`src/rtl/vwmp_pkg.sv`:
```
// shared types and constants for the variable-width mantissa packer
package vwmp_pkg;

  // word and field widths
  localparam int WORD_BITS = 16;
  localparam int SIZE_W    = 5;
  localparam int TOTAL_W   = 14;
  localparam int BYTES_W   = 11;

  localparam logic [SIZE_W-1:0]  SIZE_MAX  = SIZE_W'(WORD_BITS);
  localparam logic [TOTAL_W-1:0] TOTAL_MAX = {TOTAL_W{1'b1}};
  localparam logic [BYTES_W-1:0] BYTES_MAX = {BYTES_W{1'b1}};

  // stream packing
  localparam int IN_DATA_W  = 24;
  localparam int OUT_DATA_W = 32;
  localparam int OUT_USER_W = 2;

  // queue between front and back
  localparam int QUEUE_DEPTH = 4;
  localparam int QPTR_W      = $clog2(QUEUE_DEPTH);
  localparam int QCNT_W      = $clog2(QUEUE_DEPTH + 1);

  // what the back end has to do with an item
  typedef enum logic [1:0] {
    KIND_ABSENT,
    KIND_BIN,
    KIND_FLUSH
  } kind_t;

  // classified item
  typedef struct packed {
    kind_t                  kind;
    logic [WORD_BITS-1:0]   mant;
    logic [SIZE_W-1:0]      size;
  } item_t;

  // one result
  typedef struct packed {
    logic                   present;
    logic                   word_valid;
    logic [WORD_BITS-1:0]   packed_word;
    logic                   frame_done;
    logic [BYTES_W-1:0]     byte_count;
  } result_t;

endpackage

```
`src/rtl/variable_width_mantissa_packer.sv`:
```
// top level of the variable-width mantissa packer
// Packs one spectral bin per beat: the front end clamps the bit size, marks
// zero bins absent and queues the beat; the back end ORs the mantissa into a
// 16-bit word at the current bit pointer, ships the word when the next bin
// would overflow it, and on a tlast beat ships the partial word with the
// frame byte count and clears its state. One beat in and one beat out per
// clock while out_tready stays high; an input beat is written into the
// four-entry queue and then into the output register. Each input beat
// gives exactly one output beat. The queue lets the input keep flowing for
// four beats while the output is stalled.
module variable_width_mantissa_packer (
  input  logic                            clk,
  input  logic                            rst_n,
  input  logic                            in_tvalid,
  output logic                            in_tready,
  // [15:0] mantissa_high, [20:16] bit_size, [23:21] zero
  input  logic [vwmp_pkg::IN_DATA_W-1:0]  in_tdata,
  // frame_end
  input  logic                            in_tlast,
  output logic                            out_tvalid,
  input  logic                            out_tready,
  // [15:0] packed_word, [26:16] byte_count, [31:27] zero
  output logic [vwmp_pkg::OUT_DATA_W-1:0] out_tdata,
  // [0] present, [1] word_valid
  output logic [vwmp_pkg::OUT_USER_W-1:0] out_tuser,
  // frame_done
  output logic                            out_tlast
);
  import vwmp_pkg::*;

  logic  q_full;
  logic  q_push;
  logic  q_pop;
  logic  q_not_empty;
  item_t q_item;
  item_t q_head;

  // classify incoming beats
  vwmp_front u_front (
    .in_tvalid (in_tvalid),
    .in_tready (in_tready),
    .in_tdata  (in_tdata),
    .in_tlast  (in_tlast),
    .q_full    (q_full),
    .q_push    (q_push),
    .q_item    (q_item)
  );

  // decoupling queue
  vwmp_queue u_queue (
    .clk       (clk),
    .rst_n     (rst_n),
    .push      (q_push),
    .push_item (q_item),
    .full      (q_full),
    .pop       (q_pop),
    .not_empty (q_not_empty),
    .head      (q_head)
  );

  // pack and ship
  vwmp_back u_back (
    .clk         (clk),
    .rst_n       (rst_n),
    .q_not_empty (q_not_empty),
    .q_head      (q_head),
    .q_pop       (q_pop),
    .out_tvalid  (out_tvalid),
    .out_tready  (out_tready),
    .out_tdata   (out_tdata),
    .out_tuser   (out_tuser),
    .out_tlast   (out_tlast)
  );

endmodule

```
`src/rtl/vwmp_front.sv`:
```
// front end: input handshake, size clamp and bin classification
module vwmp_front (
  input  logic                           in_tvalid,
  output logic                           in_tready,
  input  logic [vwmp_pkg::IN_DATA_W-1:0] in_tdata,
  input  logic                           in_tlast,
  input  logic                           q_full,
  output logic                           q_push,
  output vwmp_pkg::item_t                q_item
);
  import vwmp_pkg::*;

  logic [WORD_BITS-1:0] mant;
  logic [SIZE_W-1:0]    size_raw;
  logic [SIZE_W-1:0]    size_clamped;

  // unpack the beat
  assign mant     = in_tdata[WORD_BITS-1:0];
  assign size_raw = in_tdata[WORD_BITS+SIZE_W-1:WORD_BITS];

  // accept whenever the queue has room
  assign in_tready = !q_full;
  assign q_push    = in_tvalid && !q_full;

  // clamp oversized widths to a full word
  assign size_clamped = (size_raw > SIZE_MAX) ? SIZE_MAX : size_raw;

  // classify the bin
  always_comb begin
    q_item.mant = mant;
    q_item.size = size_clamped;
    if (in_tlast) begin
      q_item.kind = KIND_FLUSH;
    end else if (mant == '0 || size_raw == '0) begin
      q_item.kind = KIND_ABSENT;
    end else begin
      q_item.kind = KIND_BIN;
    end
  end

endmodule

```
`src/rtl/vwmp_queue.sv`:
```
// short queue of classified items between front and back
module vwmp_queue (
  input  logic            clk,
  input  logic            rst_n,
  input  logic            push,
  input  vwmp_pkg::item_t push_item,
  output logic            full,
  input  logic            pop,
  output logic            not_empty,
  output vwmp_pkg::item_t head
);
  import vwmp_pkg::*;

  item_t             slot_r [QUEUE_DEPTH];
  logic [QPTR_W-1:0] wr_ptr_r, wr_ptr_nxt;
  logic [QPTR_W-1:0] rd_ptr_r, rd_ptr_nxt;
  logic [QCNT_W-1:0] count_r, count_nxt;

  assign full      = (count_r == QCNT_W'(QUEUE_DEPTH));
  assign not_empty = (count_r != '0);
  assign head      = slot_r[rd_ptr_r];

  // pointer and count update
  always_comb begin
    wr_ptr_nxt = push ? wr_ptr_r + 1'b1 : wr_ptr_r;
    rd_ptr_nxt = pop  ? rd_ptr_r + 1'b1 : rd_ptr_r;
    count_nxt  = count_r;
    if (push && !pop) begin
      count_nxt = count_r + 1'b1;
    end else if (pop && !push) begin
      count_nxt = count_r - 1'b1;
    end
  end

  always_ff @(posedge clk) begin
    if (!rst_n) begin
      wr_ptr_r <= '0;
      rd_ptr_r <= '0;
      count_r  <= '0;
    end else begin
      wr_ptr_r <= wr_ptr_nxt;
      rd_ptr_r <= rd_ptr_nxt;
      count_r  <= count_nxt;
    end
  end

  // storage
  always_ff @(posedge clk) begin
    if (push) begin
      slot_r[wr_ptr_r] <= push_item;
    end
  end

endmodule

```
`src/rtl/vwmp_back.sv`:
```
// back end: shift-or packing, word shipping, frame flush and output register
module vwmp_back (
  input  logic                            clk,
  input  logic                            rst_n,
  input  logic                            q_not_empty,
  input  vwmp_pkg::item_t                 q_head,
  output logic                            q_pop,
  output logic                            out_tvalid,
  input  logic                            out_tready,
  output logic [vwmp_pkg::OUT_DATA_W-1:0] out_tdata,
  output logic [vwmp_pkg::OUT_USER_W-1:0] out_tuser,
  output logic                            out_tlast
);
  import vwmp_pkg::*;

  logic [SIZE_W-1:0]    ptr_r, ptr_nxt;
  logic [WORD_BITS-1:0] acc_r, acc_nxt;
  logic [TOTAL_W-1:0]   tbits_r, tbits_nxt;
  logic                 out_valid_r, out_valid_nxt;
  result_t              res_r, res_nxt;

  logic [SIZE_W:0]      right;
  logic                 ship;
  logic [TOTAL_W:0]     tbits_sum;
  logic [TOTAL_W:0]     bytes_full;
  logic [SIZE_W-1:0]    left;
  logic [WORD_BITS-1:0] base;

  // take the next item when the output register is free or draining
  assign q_pop = q_not_empty && (!out_valid_r || out_tready);

  // datapath pieces
  assign right      = {1'b0, ptr_r} + {1'b0, q_head.size};
  assign ship       = (right > (SIZE_W+1)'(WORD_BITS));
  assign tbits_sum  = {1'b0, tbits_r} + (TOTAL_W+1)'(q_head.size);
  assign bytes_full = ({1'b0, tbits_r} + (TOTAL_W+1)'(7)) >> 3;
  assign left       = ship ? '0 : ptr_r;
  assign base       = ship ? '0 : acc_r;

  // packing state and result
  always_comb begin
    ptr_nxt       = ptr_r;
    acc_nxt       = acc_r;
    tbits_nxt     = tbits_r;
    res_nxt       = res_r;
    out_valid_nxt = out_valid_r;
    if (out_tready) begin
      out_valid_nxt = 1'b0;
    end
    if (q_pop) begin
      out_valid_nxt = 1'b1;
      res_nxt       = '0;
      unique case (q_head.kind)
        KIND_FLUSH: begin
          res_nxt.word_valid  = 1'b1;
          res_nxt.packed_word = acc_r;
          res_nxt.frame_done  = 1'b1;
          res_nxt.byte_count  = (bytes_full > (TOTAL_W+1)'(BYTES_MAX)) ?
                                BYTES_MAX : bytes_full[BYTES_W-1:0];
          ptr_nxt   = '0;
          acc_nxt   = '0;
          tbits_nxt = '0;
        end
        KIND_BIN: begin
          res_nxt.present = 1'b1;
          if (ship) begin
            res_nxt.word_valid  = 1'b1;
            res_nxt.packed_word = acc_r;
          end
          acc_nxt   = base | (q_head.mant >> left);
          ptr_nxt   = ship ? q_head.size : right[SIZE_W-1:0];
          tbits_nxt = (tbits_sum > (TOTAL_W+1)'(TOTAL_MAX)) ?
                      TOTAL_MAX : tbits_sum[TOTAL_W-1:0];
        end
        default: begin
          // absent bin: empty result, state untouched
        end
      endcase
    end
  end

  always_ff @(posedge clk) begin
    if (!rst_n) begin
      ptr_r       <= '0;
      acc_r       <= '0;
      tbits_r     <= '0;
      out_valid_r <= 1'b0;
    end else begin
      ptr_r       <= ptr_nxt;
      acc_r       <= acc_nxt;
      tbits_r     <= tbits_nxt;
      out_valid_r <= out_valid_nxt;
    end
  end

  // result payload
  always_ff @(posedge clk) begin
    res_r <= res_nxt;
  end

  // output beat
  assign out_tvalid = out_valid_r;
  assign out_tlast  = res_r.frame_done;
  assign out_tuser  = {res_r.word_valid, res_r.present};
  assign out_tdata  = {{(OUT_DATA_W-WORD_BITS-BYTES_W){1'b0}},
                       res_r.byte_count, res_r.packed_word};

  // bit pointer never runs past the word
  a_ptr_range: assert property (@(posedge clk) disable iff (!rst_n)
    ptr_r <= SIZE_MAX)
    else $error("bit pointer beyond word");

  // a flush leaves the frame state cleared
  a_flush_clears: assert property (@(posedge clk) disable iff (!rst_n)
    q_pop && q_head.kind == KIND_FLUSH |=> ptr_r == '0 && acc_r == '0 && tbits_r == '0)
    else $error("flush did not clear state");

  // frame results always carry the partial word and no bin
  a_done_word: assert property (@(posedge clk) disable iff (!rst_n)
    out_valid_r && res_r.frame_done |-> res_r.word_valid && !res_r.present)
    else $error("frame result malformed");

  // absent bins never ship a word
  a_absent_quiet: assert property (@(posedge clk) disable iff (!rst_n)
    q_pop && q_head.kind == KIND_ABSENT |=> !res_r.word_valid && !res_r.frame_done)
    else $error("absent bin produced a word");

endmodule
```
`config.mk`:
```
export PLATFORM = sky130hd
export DESIGN_NAME = variable_width_mantissa_packer
export DESIGN_NICKNAME = d
export VERILOG_FILES = /design/src/rtl/vwmp_pkg.sv /design/src/rtl/variable_width_mantissa_packer.sv /design/src/rtl/vwmp_front.sv /design/src/rtl/vwmp_queue.sv /design/src/rtl/vwmp_back.sv
export SDC_FILE = /design/constraint.sdc
export NUM_CORES = 1
export LEC_CHECK = 0
export BUFFER_PORTS_ARGS = -buffer_cell sky130_fd_sc_hd__clkbuf_2
export CAP_MARGIN = 5
export CORE_MARGIN = 2
export CORE_UTILIZATION = 54
export CTS_CLUSTER_DIAMETER = 100
export DETAILED_ROUTE_END_ITERATION = 8
export PLACE_DENSITY = 0.76
export SYNTH_ARGS = -nofsm -noshare
export SYNTH_HDL_FRONTEND = slang
export SYNTH_SLANG_ARGS = --single-unit
export TNS_END_PERCENT = 100
```
`constraint.sdc`:
```
create_clock -name clk -period 4.62 [get_ports clk]
set_clock_uncertainty 0.15 [all_clocks]
set_input_delay 0.924 -clock clk [delete_from_list [all_inputs] [get_ports clk]]
set_output_delay 0.924 -clock clk [all_outputs]
set_load 0.05 [all_outputs]
```
Yosys cells after proc, flatten, opt, wreduce, memory -nomap -nowiden
Memories as Yosys holds them, arrays and structs flattened. A register that Yosys moved wholly into a read port is not among the register bits.
Index checks and enable logic that the tools add are counted.

word-level totals
  register bits after elaboration = 73
  memory bits (writable) = 92
  bits of input ports = 29
  output and inout bits = 37
  word-level logic and storage cells = 69
  memories = 1

memories
  memory          depth  bits a word  read ports  clocked after Yosys merged registers in  write ports  line              RTL
  u_queue.slot_r  4      23           1           1                                        1            vwmp_queue.sv:14  item_t slot_r [QUEUE_DEPTH];

operators by class
  $add $sub $neg = 7
  $lt $le $gt $ge = 4
  equal/unequal tests = 3
  shifts and indexed selects = 1
  mux-type cells = 23
  bitwise logic cells = 1
  reduce and logical (&&, ||, !) cells = 17

operators by type and width
  cell                                                   count
  one-hot mux 17 bit (2 select lines)                    1
  one-hot mux 16 bit (2 select lines)                    1
  one-hot mux 14 bit (2 select lines)                    1
  two-way mux 17 bit                                     1
  zero test 16 bit                                       1
  two-way mux 16 bit                                     1
  bitwise OR 16 bit                                      1
  >> shifter 16 x 5 -> 16 bit                            1
  adder 14 x 3 -> 15 bit (second input constant)         1
  adder 14 x 5 -> 15 bit                                 1
  > comparator 15 x 14 -> 1 bit (second input constant)  1
  two-way mux 5 bit                                      3
  two-way mux 14 bit                                     1
  > comparator 12 x 11 -> 1 bit (second input constant)  1
  two-way mux 12 bit                                     1
  two-way mux 11 bit                                     1
  one-hot mux 5 bit (2 select lines)                     1
  adder 5 x 5 -> 6 bit                                   1
  > comparator 6 x 5 -> 1 bit (second input constant)    1
  two-way mux 1 bit                                      6
  two-way mux 2 bit                                      3
  two-way mux 3 bit                                      2
  nonzero test 2 bit                                     3
  > comparator 5 bit (second input constant)             1
  other kinds (12)                                       20

Longest topological paths before layout
  word-level depth = 7
  gate-level depth with buffers = 15
  gate-level depth less buffers = 11

Hierarchy
A second synthesis with hierarchy kept.

unflattened totals
  cell total of the unflattened synthesis = 714
  area total of the unflattened synthesis = 8433.1 sq um

by module, submodules not included
  module      instances  cells an instance  area an instance (sq um)  sequential area each (sq um)
  vwmp_back   1          519                4416.7                    1621.6
  vwmp_queue  1          163                3799.9                    2942.8
  vwmp_front  1          32                 216.5                     0.0

Worst setup path before layout
No wires, ideal clock.

  kind = register to register
  from = register (tool-made name)
  to = register u_back.acc_r[1]
  library setup time = 0.117 ns
  arrival = 4.158 ns
  data required time = 4.353 ns
  setup slack = 0.194 ns
  cell stages (with the launch flop) = 15
  buffers on the path = 4
  clock period less this slack = 4.426 ns
  cells stage by stage = dfxtp_1 -> buf_2 -> buf_4 -> buf_2 -> mux4_2 -> ha_1 -> fa_1 -> or3b_1 -> a211o_1 -> and4_4 -> buf_6 -> or4_1 -> o221ai_1 -> o211ai_1 -> a32o_1

RTL lines
  what                  line             RTL
  end signal, assigned  vwmp_back.sv:90  acc_r <= acc_nxt;
  end, declared         vwmp_back.sv:17  logic [WORD_BITS-1:0] acc_r, acc_nxt;

==> impl_results.md <==
* Status: finished, final reports clean
* Total CTS buffers at 17
* Area Growth Syn to Fin at 12.93%
* Post-Synthesis Cells at 678
* Most common flop cell mapped by yosys: edfxtp_1
* Initial Util at 55.66%
* Vias at 5744
* DIE HEIGHT at about 130 um
* Slowest stage delay, CP at ~600 ps
* WL final at 17.96 mm
* Final number of setup-violating endpoints at 0
* Core Area at roughly 0.015 sq mm
* GR Overflow Total at 0
* Crit Path Class: register to register
* Max-slew violation count at 0
* Synth Register Bits at approximately 170
* Critical Path Sink: u_back.acc_r[6]
* Crit path DAT at 4450 ps
* Post-synthesis cell type count at 76
* Slew margin rel. at 18.63%
* Most common cell in the synthesized netlist: edfxtp_1
* Slew at the pin with the worst max-slew slack at 1221 ps
* Period utilisation layout at 92.57%
* Mapped Area at 0.008150 sq mm
* Root buf cell: clkbuf_16
* Sum Neg Setup Slack at 0 ps
* Reg2Reg Depth at 11
* Worst hold path type: register to register
* Sink Count at 167
* Clk pin slew, worst setup/hold paths at about 70 ps
* First-pass iteration count of the detailed router at 5
* Layout cells sized above 1 at 20.61%
* Worst-path cell chain: buf_12 > mux4_2 > fa_1 > or3b_1 > a211o_1 > and4_4 > nor2_1 > buf_4 > nand2_1 > or3_1 > a32o_1
* Placer Congestion at 0.9560
* GRT Resource Usage Total at 23.60%
* CTS max path bufs at 2
* R2R Setup Slk at about 340 ps
* Asr flop ratio synth at 0%
* First-pass GRT wire length at 29.72 mm
* R2R Path End: u_back.acc_r[6]
* Final Hold Vio Count at 0
* Fillers at between 1k and 1.5k
* Pwr Density at 647.5 mW/mm^2
* CTS tree: built
* FF+latch area at 0.004564 sq mm
* Required time of the critical path at 4790 ps
* Initial drt markers at 499
* CP max FO at 22
* Antenna-violating nets left at 0
* # port buffers at between 50 and 60
* Sequential fraction of the synthesis area at 56.00%
* Mapped Avg Cell Area at 12.02 sq um
* Peak Freq at about 230 MHz
* Maxcap violations at 0
* Synth top area cells: edfxtp_1 (45%), dfxtp_1 (11%), mux4_2 (6.4%), ha_1 (2.6%), a21oi_1 (2.3%)
* Clk Latency, worst-skew pair at roughly 430 ps
* Critical Path Stages at 11
* Layout Nets at 788
* Number of global-route vias before repair at 5586
* Htree depth at 4
* Synth top area share at 44.95%
* Die Wd at 126.9 um
* Synth area leader: edfxtp_1
* Leak Pwr at 3.326 nW
* IO Pins at 66
* Die ar. at 0.01609 sq mm
* Average wire per standard cell at 19.19 um
* Pin count of the biggest net entering global routing at 34
* Cts hold-fix bufs at 0
* Via-to-Cell Ratio at 6.137
* Row cnt at 44
* Post-DP HPWL at 12.21 mm
* CP bufs+invs at 2
* VDD IR max at 0.3626 mV
* Commonest cells in the netlist: edfxtp_1 (122), nand2_1 (46), nor2_1 (46)
* Worst Setup Start Kind: register
* Crit. End Element: register
* Area occupied by multi-input gates at 0.003296 sq mm
* Crit path max-delay cell type: mux4_2
* Post-synth EDFFs at 122
* Total power at about 6.0 mW
* Tmin final at 4277 ps
* # diodes at 0
* Initial antenna violation count at 0
* Drc violations at 0
* Synth warn at 0
* Unrepaired setup endpoints after global routing: no
* Delay-heaviest family, CP: simple AND/OR/NAND/NOR gates
## report_power, final
group / switching, mW / internal [mW] / total (mW)
Sequential: 0.118 / 1.92 / 2.04
Combinational: 1.74 / 0.837 / 2.58
Clock: 0.631 / 0.707 / 1.34
Total: 2.49 / 3.47 / 5.96
## worst reg2reg max path: cells and delay by family, from the launching register on
family / cells / cell delay [ps]
compound gates: 2 / 550
fa+ha+maj: 1 / 540
buf+inv: 2 / 480
flops: 1 / 400
mux: 1 / 610
simple gates: 5 / 1450
## repair_timing
action / in CTS / in global routing
endpoints found under the setup margin: 0 / 17
resized for setup: 0 / 1
setup buffers: 0 / 0
## state kept, by name (all words and copies together) (netlist names), named ones only
signal and count:
u_queue.wr_ptr_r 2, u_back.out_tuser 2, u_queue.count_r 3, u_back.out_tlast 1, u_back.out_tvalid 1, u_back.tbits_r 14, u_queue.rd_ptr_r 2, u_back.out_tdata 27
u_back.ptr_r 5, u_queue.slot_r 92, u_back.acc_r 16
## logic make-up (layout without fill, tap and decap cells)
group           Yosys count  after routing  synth area share [%]
buf+inv                  65            135                 3.869
other cells               1              5               0.04601
flops                   167            167                 56.00
simple gates            206            206                 12.94
fa+ha+maj                20             20                 3.347
xor+xnor                 12             12                 1.290
compound gates          175            175                 15.01
mux                      32             32                 7.492
## worst min path at each step
stage	start	to	slack, ps	cells past startpoint
after floorplan	u_back.acc_r[4]	u_back.acc_r[4]	260	2
after global placement	u_back.acc_r[14]	u_back.acc_r[14]	290	2
after detailed placement	u_back.acc_r[4]	u_back.acc_r[4]	290	2
after CTS	u_back.acc_r[12]	u_back.acc_r[12]	300	2
after global routing	u_back.acc_r[14]	u_back.acc_r[14]	330	2
final	u_back.acc_r[12]	u_back.acc_r[12]	300	2
## metrics by stage
step	std cells	util, %	setup WS (ps)	hold WS [ps]	cell area (sq um)
2_1_floorplan	682	-	194.4	261.0	8165
3_3_place_gp	904	59.06	380.6	293.1	8648
3_5_place_dp	904	59.06	262.5	293.2	8648
4_1_cts	936	62.83	221.8	305.0	9201
5_1_grt	936	62.85	128.4	329.9	9204
6_report	936	62.85	343.2	304.3	9204
## layout by cell type (no fill, tap or decap), drive strengths merged, types with 8 or more instances in the layout
cell    count
a21oi      38
nor2b      13
edfxtp    122
inv        31
nand2      47
buf        24
dfxtp      45
clkbuf     74
o211ai      9
nor2       46
and2       24
mux4       23
nor3       12
a31oi       8
ha         17
o21ai      31
nand3      21
xor2        8
## area by class of cell
| cell class | instances | share of cell area, % |
|---|---|---|
| Sequential cell | 167 | 49.59 |
| Multi-Input combinational cell | 450 | 35.81 |
| Timing Repair Buffer | 81 | 5.193 |
| Clock buffer | 17 | 4.622 |
| Tap cell | 184 | 2.501 |
| Clock inverter | 15 | 1.387 |
| Inverter | 22 | 0.8972 |
## routing by layer
layer / track usage, % / part of all wire, % / vias up
met5: 0 / 0 / -
met4: 9.114 / 2.1 / 0
met3: 4.218 / 6.2 / 35
met2: 37.51 / 47 / 214
met1: 32.69 / 45 / 2765
li1: - / - / 2730
Note: power is estimated with default switching activity, not from simulation.
